$ cat config.mk
export PLATFORM = sky130hd
export DESIGN_NAME = little_man_computer_core_top
export DESIGN_NICKNAME = d
export VERILOG_FILES = /design/src/rtl/lmc_pkg.sv /design/src/rtl/lmc_ram.sv /design/src/rtl/little_man_computer_core_top.sv
export SDC_FILE = /design/constraint.sdc
export NUM_CORES = 2
export LEC_CHECK = 0
export ABC_AREA = 1
export BUFFER_PORTS_ARGS = -buffer_cell sky130_fd_sc_hd__buf_4
export CORE_MARGIN = 2
export CORE_UTILIZATION = 66
export DETAILED_ROUTE_END_ITERATION = 16
export PLACE_DENSITY_LB_ADDON = 0.3
export REMOVE_ABC_BUFFERS = 1
export SYNTH_ARGS = -nofsm -noshare
export SYNTH_HDL_FRONTEND = slang
export SYNTH_HIERARCHICAL = 1
export SYNTH_SLANG_ARGS = --single-unit
$ cat constraint.sdc
create_clock -name clk -period 18.9 [get_ports clk]
set_input_delay 0 -clock clk [delete_from_list [all_inputs] [get_ports clk]]
set_output_delay 0 -clock clk [all_outputs]
set_load 0.02 [all_outputs]
$ cat src/rtl/lmc_pkg.sv
// Shared types, constants and the instruction decoder of the little man computer core.
package lmc_pkg;

  localparam int MBOX_COUNT = 100;
  localparam int WORD_W     = 16;
  localparam int ADDR_W     = 7;

  localparam logic CMD_LOAD = 1'b0;
  localparam logic CMD_STEP = 1'b1;

  localparam logic [WORD_W-1:0] INS_HALT  = 16'd0;
  localparam logic [WORD_W-1:0] INS_IN    = 16'd901;
  localparam logic [WORD_W-1:0] INS_OUT   = 16'd902;
  localparam logic [WORD_W-1:0] INS_LIMIT = 16'd1000;

  localparam logic [3:0] DIG_ADD = 4'd1;
  localparam logic [3:0] DIG_SUB = 4'd2;
  localparam logic [3:0] DIG_STO = 4'd3;
  localparam logic [3:0] DIG_LDA = 4'd5;
  localparam logic [3:0] DIG_BRA = 4'd6;
  localparam logic [3:0] DIG_BRZ = 4'd7;
  localparam logic [3:0] DIG_BRP = 4'd8;

  localparam logic [9:0] HUND_BASE [10] = '{10'd0, 10'd100, 10'd200, 10'd300, 10'd400,
                                           10'd500, 10'd600, 10'd700, 10'd800, 10'd900};

  typedef enum logic [1:0] {
    ST_RUN  = 2'd0,
    ST_HALT = 2'd1,
    ST_END  = 2'd2,
    ST_BAD  = 2'd3
  } status_t;

  typedef enum logic [3:0] {
    OP_HALT = 4'd0,
    OP_IN   = 4'd1,
    OP_OUT  = 4'd2,
    OP_ADD  = 4'd3,
    OP_SUB  = 4'd4,
    OP_STO  = 4'd5,
    OP_LDA  = 4'd6,
    OP_BRA  = 4'd7,
    OP_BRZ  = 4'd8,
    OP_BRP  = 4'd9,
    OP_BAD  = 4'd10
  } op_t;

  typedef struct packed {
    op_t              op;
    logic [ADDR_W-1:0] xx;
  } dec_t;

  typedef struct packed {
    logic                     cmd;
    logic [ADDR_W-1:0]        load_addr;
    logic signed [WORD_W-1:0] load_word;
    logic signed [WORD_W-1:0] inbox_value;
  } in_item_t;

  typedef struct packed {
    logic                     out_valid;
    logic signed [WORD_W-1:0] out_value;
    logic                     inbox_used;
    status_t                  run_status;
    logic [ADDR_W-1:0]        pc_now;
    logic signed [WORD_W-1:0] acc_now;
    logic                     neg_now;
  } out_item_t;

  function automatic dec_t decode(input logic [WORD_W-1:0] w);
    dec_t       d;
    logic [3:0] hund;
    logic [9:0] low;
    low  = w[9:0];
    hund = '0;
    for (int k = 1; k < 10; k++) begin
      if (low >= HUND_BASE[k]) hund = 4'(k);
    end
    d.xx = ADDR_W'(low - HUND_BASE[hund]);
    if (w[WORD_W-1] || w >= INS_LIMIT) begin
      d.op = OP_BAD;
    end else if (w == INS_HALT) begin
      d.op = OP_HALT;
    end else if (w == INS_IN) begin
      d.op = OP_IN;
    end else if (w == INS_OUT) begin
      d.op = OP_OUT;
    end else begin
      unique case (hund)
        DIG_ADD: d.op = OP_ADD;
        DIG_SUB: d.op = OP_SUB;
        DIG_STO: d.op = OP_STO;
        DIG_LDA: d.op = OP_LDA;
        DIG_BRA: d.op = OP_BRA;
        DIG_BRZ: d.op = OP_BRZ;
        DIG_BRP: d.op = OP_BRP;
        default: d.op = OP_BAD;
      endcase
    end
    return d;
  endfunction

endpackage

$ cat src/rtl/lmc_ram.sv
// Generic single-write, single-read RAM with registered read data.
module lmc_ram #(
  parameter int WIDTH = 16,
  parameter int DEPTH = 100
) (
  input  logic                     clk,
  input  logic                     we,
  input  logic [$clog2(DEPTH)-1:0] waddr,
  input  logic [WIDTH-1:0]         wdata,
  input  logic                     re,
  input  logic [$clog2(DEPTH)-1:0] raddr,
  output logic [WIDTH-1:0]         rdata
);

  logic [WIDTH-1:0] mem [DEPTH];

  always_ff @(posedge clk) begin
    if (we) begin
      mem[waddr] <= wdata;
    end
    if (re) begin
      rdata <= mem[raddr];
    end
  end

endmodule

$ cat src/rtl/little_man_computer_core_top.sv
// Top level of the little man computer core: command buffer, sequencer and mailbox memory.
//
// Each transaction is a command and returns exactly one result. A load command is written
// and answered from the idle state. A step command passes in order through instruction
// read from the mailbox memory, decode with the operand read, then execute with the
// write-back of a store; the single read port of the mailbox memory and the dependence of
// each step on the program counter left by the previous one keep these phases apart.
// Steps on a stopped machine are answered from the idle state without a fetch. A
// one-entry command buffer takes the next transaction while the current one is executing,
// and a result register holds a finished result until it is taken. The mailboxes read as
// zero after reset through per-entry valid bits, so no clearing pass is needed.
module little_man_computer_core_top (
  input  logic                 clk,
  input  logic                 rst,
  input  logic                 in_valid,
  output logic                 in_ready,
  input  lmc_pkg::in_item_t    in_data,
  output logic                 res_valid,
  input  logic                 res_ready,
  output lmc_pkg::out_item_t   res_data
);

  typedef enum logic [2:0] {
    S_IDLE  = 3'b001,
    S_FETCH = 3'b010,
    S_EXEC  = 3'b100
  } state_t;

  state_t                          state, state_next;
  logic [lmc_pkg::ADDR_W-1:0]      pc, pc_next;
  logic [lmc_pkg::WORD_W-1:0]      acc, acc_next;
  logic                            neg, neg_next;
  lmc_pkg::status_t                status, status_next;
  logic [lmc_pkg::MBOX_COUNT-1:0]  vbit;

  logic                            ib_valid;
  lmc_pkg::in_item_t               ib;
  logic [lmc_pkg::WORD_W-1:0]      cur_inbox;
  lmc_pkg::dec_t                   dec;
  lmc_pkg::dec_t                   dec_now;
  logic                            rd_ok;

  logic                            ram_we, ram_re;
  logic [lmc_pkg::ADDR_W-1:0]      waddr, raddr;
  logic [lmc_pkg::WORD_W-1:0]      wdata, rdata, mem_word;
  logic [lmc_pkg::WORD_W-1:0]      diff;
  logic [lmc_pkg::ADDR_W-1:0]      pc_inc;

  logic                            pop, cur_ld, res_ld, adv, out_free, running;
  lmc_pkg::out_item_t              res_next;

  lmc_ram #(
    .WIDTH(lmc_pkg::WORD_W),
    .DEPTH(lmc_pkg::MBOX_COUNT)
  ) u_mbox (
    .clk  (clk),
    .we   (ram_we),
    .waddr(waddr),
    .wdata(wdata),
    .re   (ram_re),
    .raddr(raddr),
    .rdata(rdata)
  );

  assign out_free = !res_valid || res_ready;
  assign running  = (status == lmc_pkg::ST_RUN);
  assign in_ready = !ib_valid || pop;
  assign mem_word = rd_ok ? rdata : '0;
  assign dec_now  = lmc_pkg::decode(mem_word);
  assign diff     = acc - mem_word;
  assign pc_inc   = pc + lmc_pkg::ADDR_W'(1);

  always_comb begin
    state_next  = state;
    pc_next     = pc;
    acc_next    = acc;
    neg_next    = neg;
    status_next = status;
    ram_we      = 1'b0;
    waddr       = ib.load_addr;
    wdata       = ib.load_word;
    ram_re      = 1'b0;
    raddr       = pc;
    pop         = 1'b0;
    cur_ld      = 1'b0;
    res_ld      = 1'b0;
    adv         = 1'b0;
    res_next    = '0;
    unique case (state)
      S_IDLE: begin
        if (ib_valid) begin
          if (ib.cmd == lmc_pkg::CMD_STEP && running) begin
            pop        = 1'b1;
            ram_re     = 1'b1;
            cur_ld     = 1'b1;
            state_next = S_FETCH;
          end else if (out_free) begin
            pop    = 1'b1;
            res_ld = 1'b1;
            if (ib.cmd == lmc_pkg::CMD_LOAD &&
                ib.load_addr < lmc_pkg::ADDR_W'(lmc_pkg::MBOX_COUNT)) begin
              ram_we = 1'b1;
            end
          end
        end
      end
      S_FETCH: begin
        ram_re     = 1'b1;
        raddr      = dec_now.xx;
        state_next = S_EXEC;
      end
      S_EXEC: begin
        if (out_free) begin
          res_ld     = 1'b1;
          state_next = S_IDLE;
          unique case (dec.op)
            lmc_pkg::OP_HALT: status_next = lmc_pkg::ST_HALT;
            lmc_pkg::OP_IN: begin
              acc_next            = cur_inbox;
              res_next.inbox_used = 1'b1;
              adv                 = 1'b1;
            end
            lmc_pkg::OP_OUT: begin
              res_next.out_valid = 1'b1;
              res_next.out_value = acc;
              adv                = 1'b1;
            end
            lmc_pkg::OP_ADD: begin
              acc_next = acc + mem_word;
              adv      = 1'b1;
            end
            lmc_pkg::OP_SUB: begin
              acc_next = diff;
              neg_next = diff[lmc_pkg::WORD_W-1];
              adv      = 1'b1;
            end
            lmc_pkg::OP_STO: begin
              ram_we = 1'b1;
              waddr  = dec.xx;
              wdata  = acc;
              adv    = 1'b1;
            end
            lmc_pkg::OP_LDA: begin
              acc_next = mem_word;
              adv      = 1'b1;
            end
            lmc_pkg::OP_BRA: pc_next = dec.xx;
            lmc_pkg::OP_BRZ: begin
              if (acc == '0) pc_next = dec.xx;
              else adv = 1'b1;
            end
            lmc_pkg::OP_BRP: begin
              if (!acc[lmc_pkg::WORD_W-1]) pc_next = dec.xx;
              else adv = 1'b1;
            end
            default: status_next = lmc_pkg::ST_BAD;
          endcase
          if (adv) begin
            pc_next = pc_inc;
            if (pc_inc == lmc_pkg::ADDR_W'(lmc_pkg::MBOX_COUNT)) begin
              status_next = lmc_pkg::ST_END;
            end
          end
        end
      end
      default: state_next = S_IDLE;
    endcase
    res_next.run_status = status_next;
    res_next.pc_now     = pc_next;
    res_next.acc_now    = acc_next;
    res_next.neg_now    = neg_next;
  end

  always_ff @(posedge clk) begin
    if (rst) begin
      state     <= S_IDLE;
      pc        <= '0;
      acc       <= '0;
      neg       <= 1'b0;
      status    <= lmc_pkg::ST_RUN;
      vbit      <= '0;
      ib_valid  <= 1'b0;
      res_valid <= 1'b0;
    end else begin
      state  <= state_next;
      pc     <= pc_next;
      acc    <= acc_next;
      neg    <= neg_next;
      status <= status_next;
      if (ram_we) begin
        vbit[waddr] <= 1'b1;
      end
      if (in_valid && in_ready) begin
        ib_valid <= 1'b1;
      end else if (pop) begin
        ib_valid <= 1'b0;
      end
      if (res_ld) begin
        res_valid <= 1'b1;
      end else if (res_ready) begin
        res_valid <= 1'b0;
      end
    end
  end

  always_ff @(posedge clk) begin
    if (in_valid && in_ready) begin
      ib <= in_data;
    end
    if (cur_ld) begin
      cur_inbox <= ib.inbox_value;
    end
    if (ram_re) begin
      rd_ok <= vbit[raddr];
    end
    if (state == S_FETCH) begin
      dec <= dec_now;
    end
    if (res_ld) begin
      res_data <= res_next;
    end
  end

  a_write_in_range: assert property (@(posedge clk) disable iff (rst)
    ram_we |-> waddr < lmc_pkg::ADDR_W'(lmc_pkg::MBOX_COUNT))
    else $error("mailbox write beyond the last entry");

  a_run_pc_in_range: assert property (@(posedge clk) disable iff (rst)
    status == lmc_pkg::ST_RUN |-> pc < lmc_pkg::ADDR_W'(lmc_pkg::MBOX_COUNT))
    else $error("running with the program counter past the last mailbox");

  a_stopped_no_fetch: assert property (@(posedge clk) disable iff (rst)
    (state == S_IDLE && status != lmc_pkg::ST_RUN) |=> state != S_FETCH)
    else $error("instruction fetch on a stopped machine");

  a_exec_after_fetch: assert property (@(posedge clk) disable iff (rst)
    state == S_EXEC |-> ($past(state) == S_FETCH || $past(state) == S_EXEC))
    else $error("execute without a preceding fetch");

  a_buffer_kept: assert property (@(posedge clk) disable iff (rst)
    (ib_valid && !pop) |=> ib_valid)
    else $error("buffered transaction dropped");

endmodule
==> PnR_summary.wiki <==
{| class="wikitable"
! Metric !! Value
|-
| Number of failing setup endpoints in the final timing report || 0
|-
| Number of gates resized after CTS || 0
|-
| Maximum fanout along the worst path || between 70 and 80
|-
| Core box area || roughly 0.12 sq mm
|-
| Starting utilization of the core area || between 60% and 70%
|-
| Final worst path period need || slightly below 7000 ps
|-
| Worst hold slack across all endpoints || ~120 ps
|-
| Relative slew margins || just over 6%
|-
| Count of yosys warnings during synthesis || 6
|-
| Post CTS Setup Buffer Count || 0
|-
| Pin count of the biggest net entering global routing || 219
|-
| Clock tree from TritonCTS || built
|-
| Clk root buf || sky130_fd_sc_hd__clkbuf_16
|-
| Power density over the cells || between 90 and 100 mW/mm^2
|-
| Maximum capacitance violations || 0
|-
| Boundary pin count || 90
|-
| Outcome || finished clean
|-
| Worst Skew || approximately 29 ps
|-
| Slew Limit Fails || 0
|-
| Post-synthesis average cell area || ~11 sq um
|-
| Total Wirelength || roughly 210,000 um
|-
| Critical path class || reg2reg
|-
| Sequential cell area fraction in the yosys report || between 60% and 70%
|-
| Sum of net half-perimeters after detailed placement || between 100,000 and 150,000 um
|-
| Actual slew at the worst max-slew pin || 1410 ps
|-
| Antenna Violating Nets Remaining || 0
|-
| Final Hold Vio Count || 0
|-
| Via count of the first global-routing pass || 53,800
|-
| Total clock buffers created by CTS || 179
|-
| Via Count || roughly 57,000
|-
| Drt initial violations || around 9,300
|-
| Worst path max stage delay || slightly below 900 ps
|-
| Total leakage power || 32.1 nW
|-
| Later-pin clock latency in the skew report || roughly 800 ps
|-
| Post-detailed-route via-to-cell ratio || roughly 6.3
|-
| CP Launch Type || flip-flop
|-
| Fraction of final layout cells with drive strength greater than 1 || approximately 7.8%
|-
| Worst Path Arrival || roughly 7600 ps
|-
| Reg2reg setup slack || about 12,000 ps
|-
| Antenna violations before repair || 4
|-
| CTS max path bufs || 3
|-
| End point of the critical path || u_mbox/rdata[11]
|-
| Post-synthesis register bit count || about 1,900
|-
| Clock H-tree levels || 4
|-
| Worst VDD drop || slightly below 0.1 mV
|-
| DRC errors left || 0
|-
| Total congestion overflow after global routing || 0
|-
| Aggregate global-route resource usage || 35.0%
|-
| Count of hold-fix buffers inserted at cts || 84
|-
| Max stage delay cell, worst path || sky130_fd_sc_hd__buf_4
|-
| Number of enable flip-flop cells after synthesis || 1,728
|-
| Cell Rows || between 100 and 150
|-
| DIE WIDTH || around 350 um
|-
| Syn Inst Count || a little over 7,000
|-
| First-pass GRT wire length || around 320,000 um
|-
| Clock transition at the registers of the reported paths || about 60 ps
|-
| Asr flop ratio synth || 0%
|-
| Synthesized cell area || 0.0784 sq mm
|-
| Die Span Y || around 350 um
|-
| Startpoint of the lowest-slack register-to-register path || rd_ok
|-
| Detailed Routing Iterations Pass 1 || 8
|-
| Launch point of the worst path || rd_ok
|-
| Worst Reg2Reg Path Length in Cells || 25
|-
| Design Power || between 8 and 9 mW
|-
| Ys flop type || sky130_fd_sc_hd__edfxtp_1
|-
| Number of distinct library cell variants in the gate-level netlist after synthesis || 55
|-
| Final critical-path share of the clock period || around 36%
|-
| Area enclosed by the die boundary || between 0.1 and 0.15 sq mm
|-
| Most frequent CP cell || sky130_fd_sc_hd__nand2_1
|-
| CTS Sinks || ~1,900
|-
| Terminus of the critical flop-to-flop path || u_mbox/rdata[11]
|-
| Required @ worst endpoint || a little under 20,000 ps
|-
| Fin nets || between 7,000 and 8,000
|-
| Area Growth Syn to Fin || 10.8%
|-
| Element type at the critical path end || flip-flop
|-
| Achievable clock frequency || roughly 150 MHz
|-
| Avg WL per Cell || 23.8 um
|-
| Filler-free cell count of the finished design || about 9,000
|-
| Kind of path behind the tightest hold check || in2reg
|-
| RSZ-0062 raised after global routing || false
|-
| IO Port Bufs || 89
|-
| Final weighted congestion in routability-driven placement || 0.952
|-
| Placed Cells || between 8,000 and 9,000
|}
[worst max-delay path, delay by kind of cell, from the launching register on]
family | cells | cell delay [ps]
simple gates | 13 | 1650
fa+ha+maj | 1 | 360
buf+inv | 7 | 2930
compound gates | 4 | 980
flops | 1 | 650
[placed cells by master (no fill, tap or decap), types with 43 or more instances in the layout]
master,instances
sky130_fd_sc_hd__nand2_1,2338
sky130_fd_sc_hd__buf_4,249
sky130_fd_sc_hd__edfxtp_1,1728
sky130_fd_sc_hd__inv_1,332
sky130_fd_sc_hd__nand3_1,1396
sky130_fd_sc_hd__nor2_1,321
sky130_fd_sc_hd__o21ai_0,111
sky130_fd_sc_hd__dlygate4sd3_1,84
sky130_fd_sc_hd__a21oi_1,173
sky130_fd_sc_hd__clkbuf_1,49
sky130_fd_sc_hd__clkbuf_16,181
sky130_fd_sc_hd__clkinv_1,43
sky130_fd_sc_hd__dfxtp_1,131
[layout make-up]
type | count | area [sq um]
multi-input combinational | 4598 | 20800
sequential | 1859 | 54500
clock buffer | 232 | 4740
antenna | 1 | 2.50
tap | 1536 | 1920
fill | 7544 | 31000
inverter | 348 | 1340
timing repair buffer | 337 | 2790
clock inverter | 93 | 791
[kinds of logic after synthesis]
group / share of synthesized area [%]
AND/OR/NAND/NOR: 22.5
adder cells (fa/ha/maj): 0.635
AO/OA/AOI/OAI: 2.93
buffers and inverters: 4.28
XOR/XNOR: 0.134
flip-flops: 69.5
[per-layer routing]
| metal | track usage (%) | wire [um] |
|---|---|---|
| met3 | 7.64 | 27500 |
| met2 | 54.3 | 98800 |
| met5 | 0 | 0 |
| met1 | 48.0 | 77800 |
| met4 | 15.5 | 9860 |
[flip-flops by register name, indices dropped and copies added (netlist names)]
signal and count:
neg 1, cur_inbox 16, u_mbox/mem 1600, dec 11
res_valid 1, u_mbox/rdata 16, status 2, rd_ok 1
acc 16, res_data 44, vbit 100, ib 40
state 3, pc 7, ib_valid 1
[where the power goes]
part / leakage, nW / internal (mW) / switching (mW)
logic: 12.8 / 0.0493 / 0.171
registers: 16.6 / 4.52 / 0.00833
clock network: 2.68 / 1.88 / 1.51
total: 32.1 / 6.45 / 1.69
[stage by stage]
step / util, % / setup TNS (ps) / area (sq um) / setup WS [ps]
after CTS: 73.7 / 0 / 86900 / 12290
after floorplan: - / -234340 / 76400 / -14720
after global routing: 73.7 / 0 / 86900 / 11680
final: 73.7 / 0 / 86900 / 12030
after detailed placement: 68.3 / 0 / 80500 / 12280
after global placement: 68.3 / 0 / 80500 / 12580
[how the worst min path moves through the flow]
stage	from	end	slack, ps	cells after the start
finish	res_ready	state[2]	120	5
global route	res_ready	state[2]	120	5
CTS	res_ready	state[2]	70	5
detailed placement	in_data[27]	ib[27]	180	1
global placement	in_data[4]	ib[4]	180	1
floorplan	rst	vbit[69]	60	1
[cell usage after synthesis, types with 14 or more instances]
cell type / instances / share of area [%]
sky130_fd_sc_hd__buf_6: 14 / 0.20
sky130_fd_sc_hd__nor3_1: 24 / 0.15
sky130_fd_sc_hd__buf_2: 195 / 1.2
sky130_fd_sc_hd__a21oi_1: 173 / 1.1
sky130_fd_sc_hd__inv_1: 334 / 1.6
sky130_fd_sc_hd__clkbuf_1: 133 / 0.64
sky130_fd_sc_hd__buf_1: 38 / 0.18
sky130_fd_sc_hd__edfxtp_1: 1728 / 66
sky130_fd_sc_hd__nor2_1: 323 / 1.5
sky130_fd_sc_hd__buf_4: 34 / 0.33
sky130_fd_sc_hd__dfxtp_1: 131 / 3.3
sky130_fd_sc_hd__nand4_1: 15 / 0.12
sky130_fd_sc_hd__o211ai_1: 26 / 0.25
sky130_fd_sc_hd__o21ai_0: 128 / 0.82
sky130_fd_sc_hd__nand2_1: 2339 / 11
sky130_fd_sc_hd__nand3_1: 1396 / 8.9
sky130_fd_sc_hd__nor2_4: 15 / 0.22
sky130_fd_sc_hd__ha_1: 35 / 0.56
Note: power is estimated with default switching activity, not from simulation.
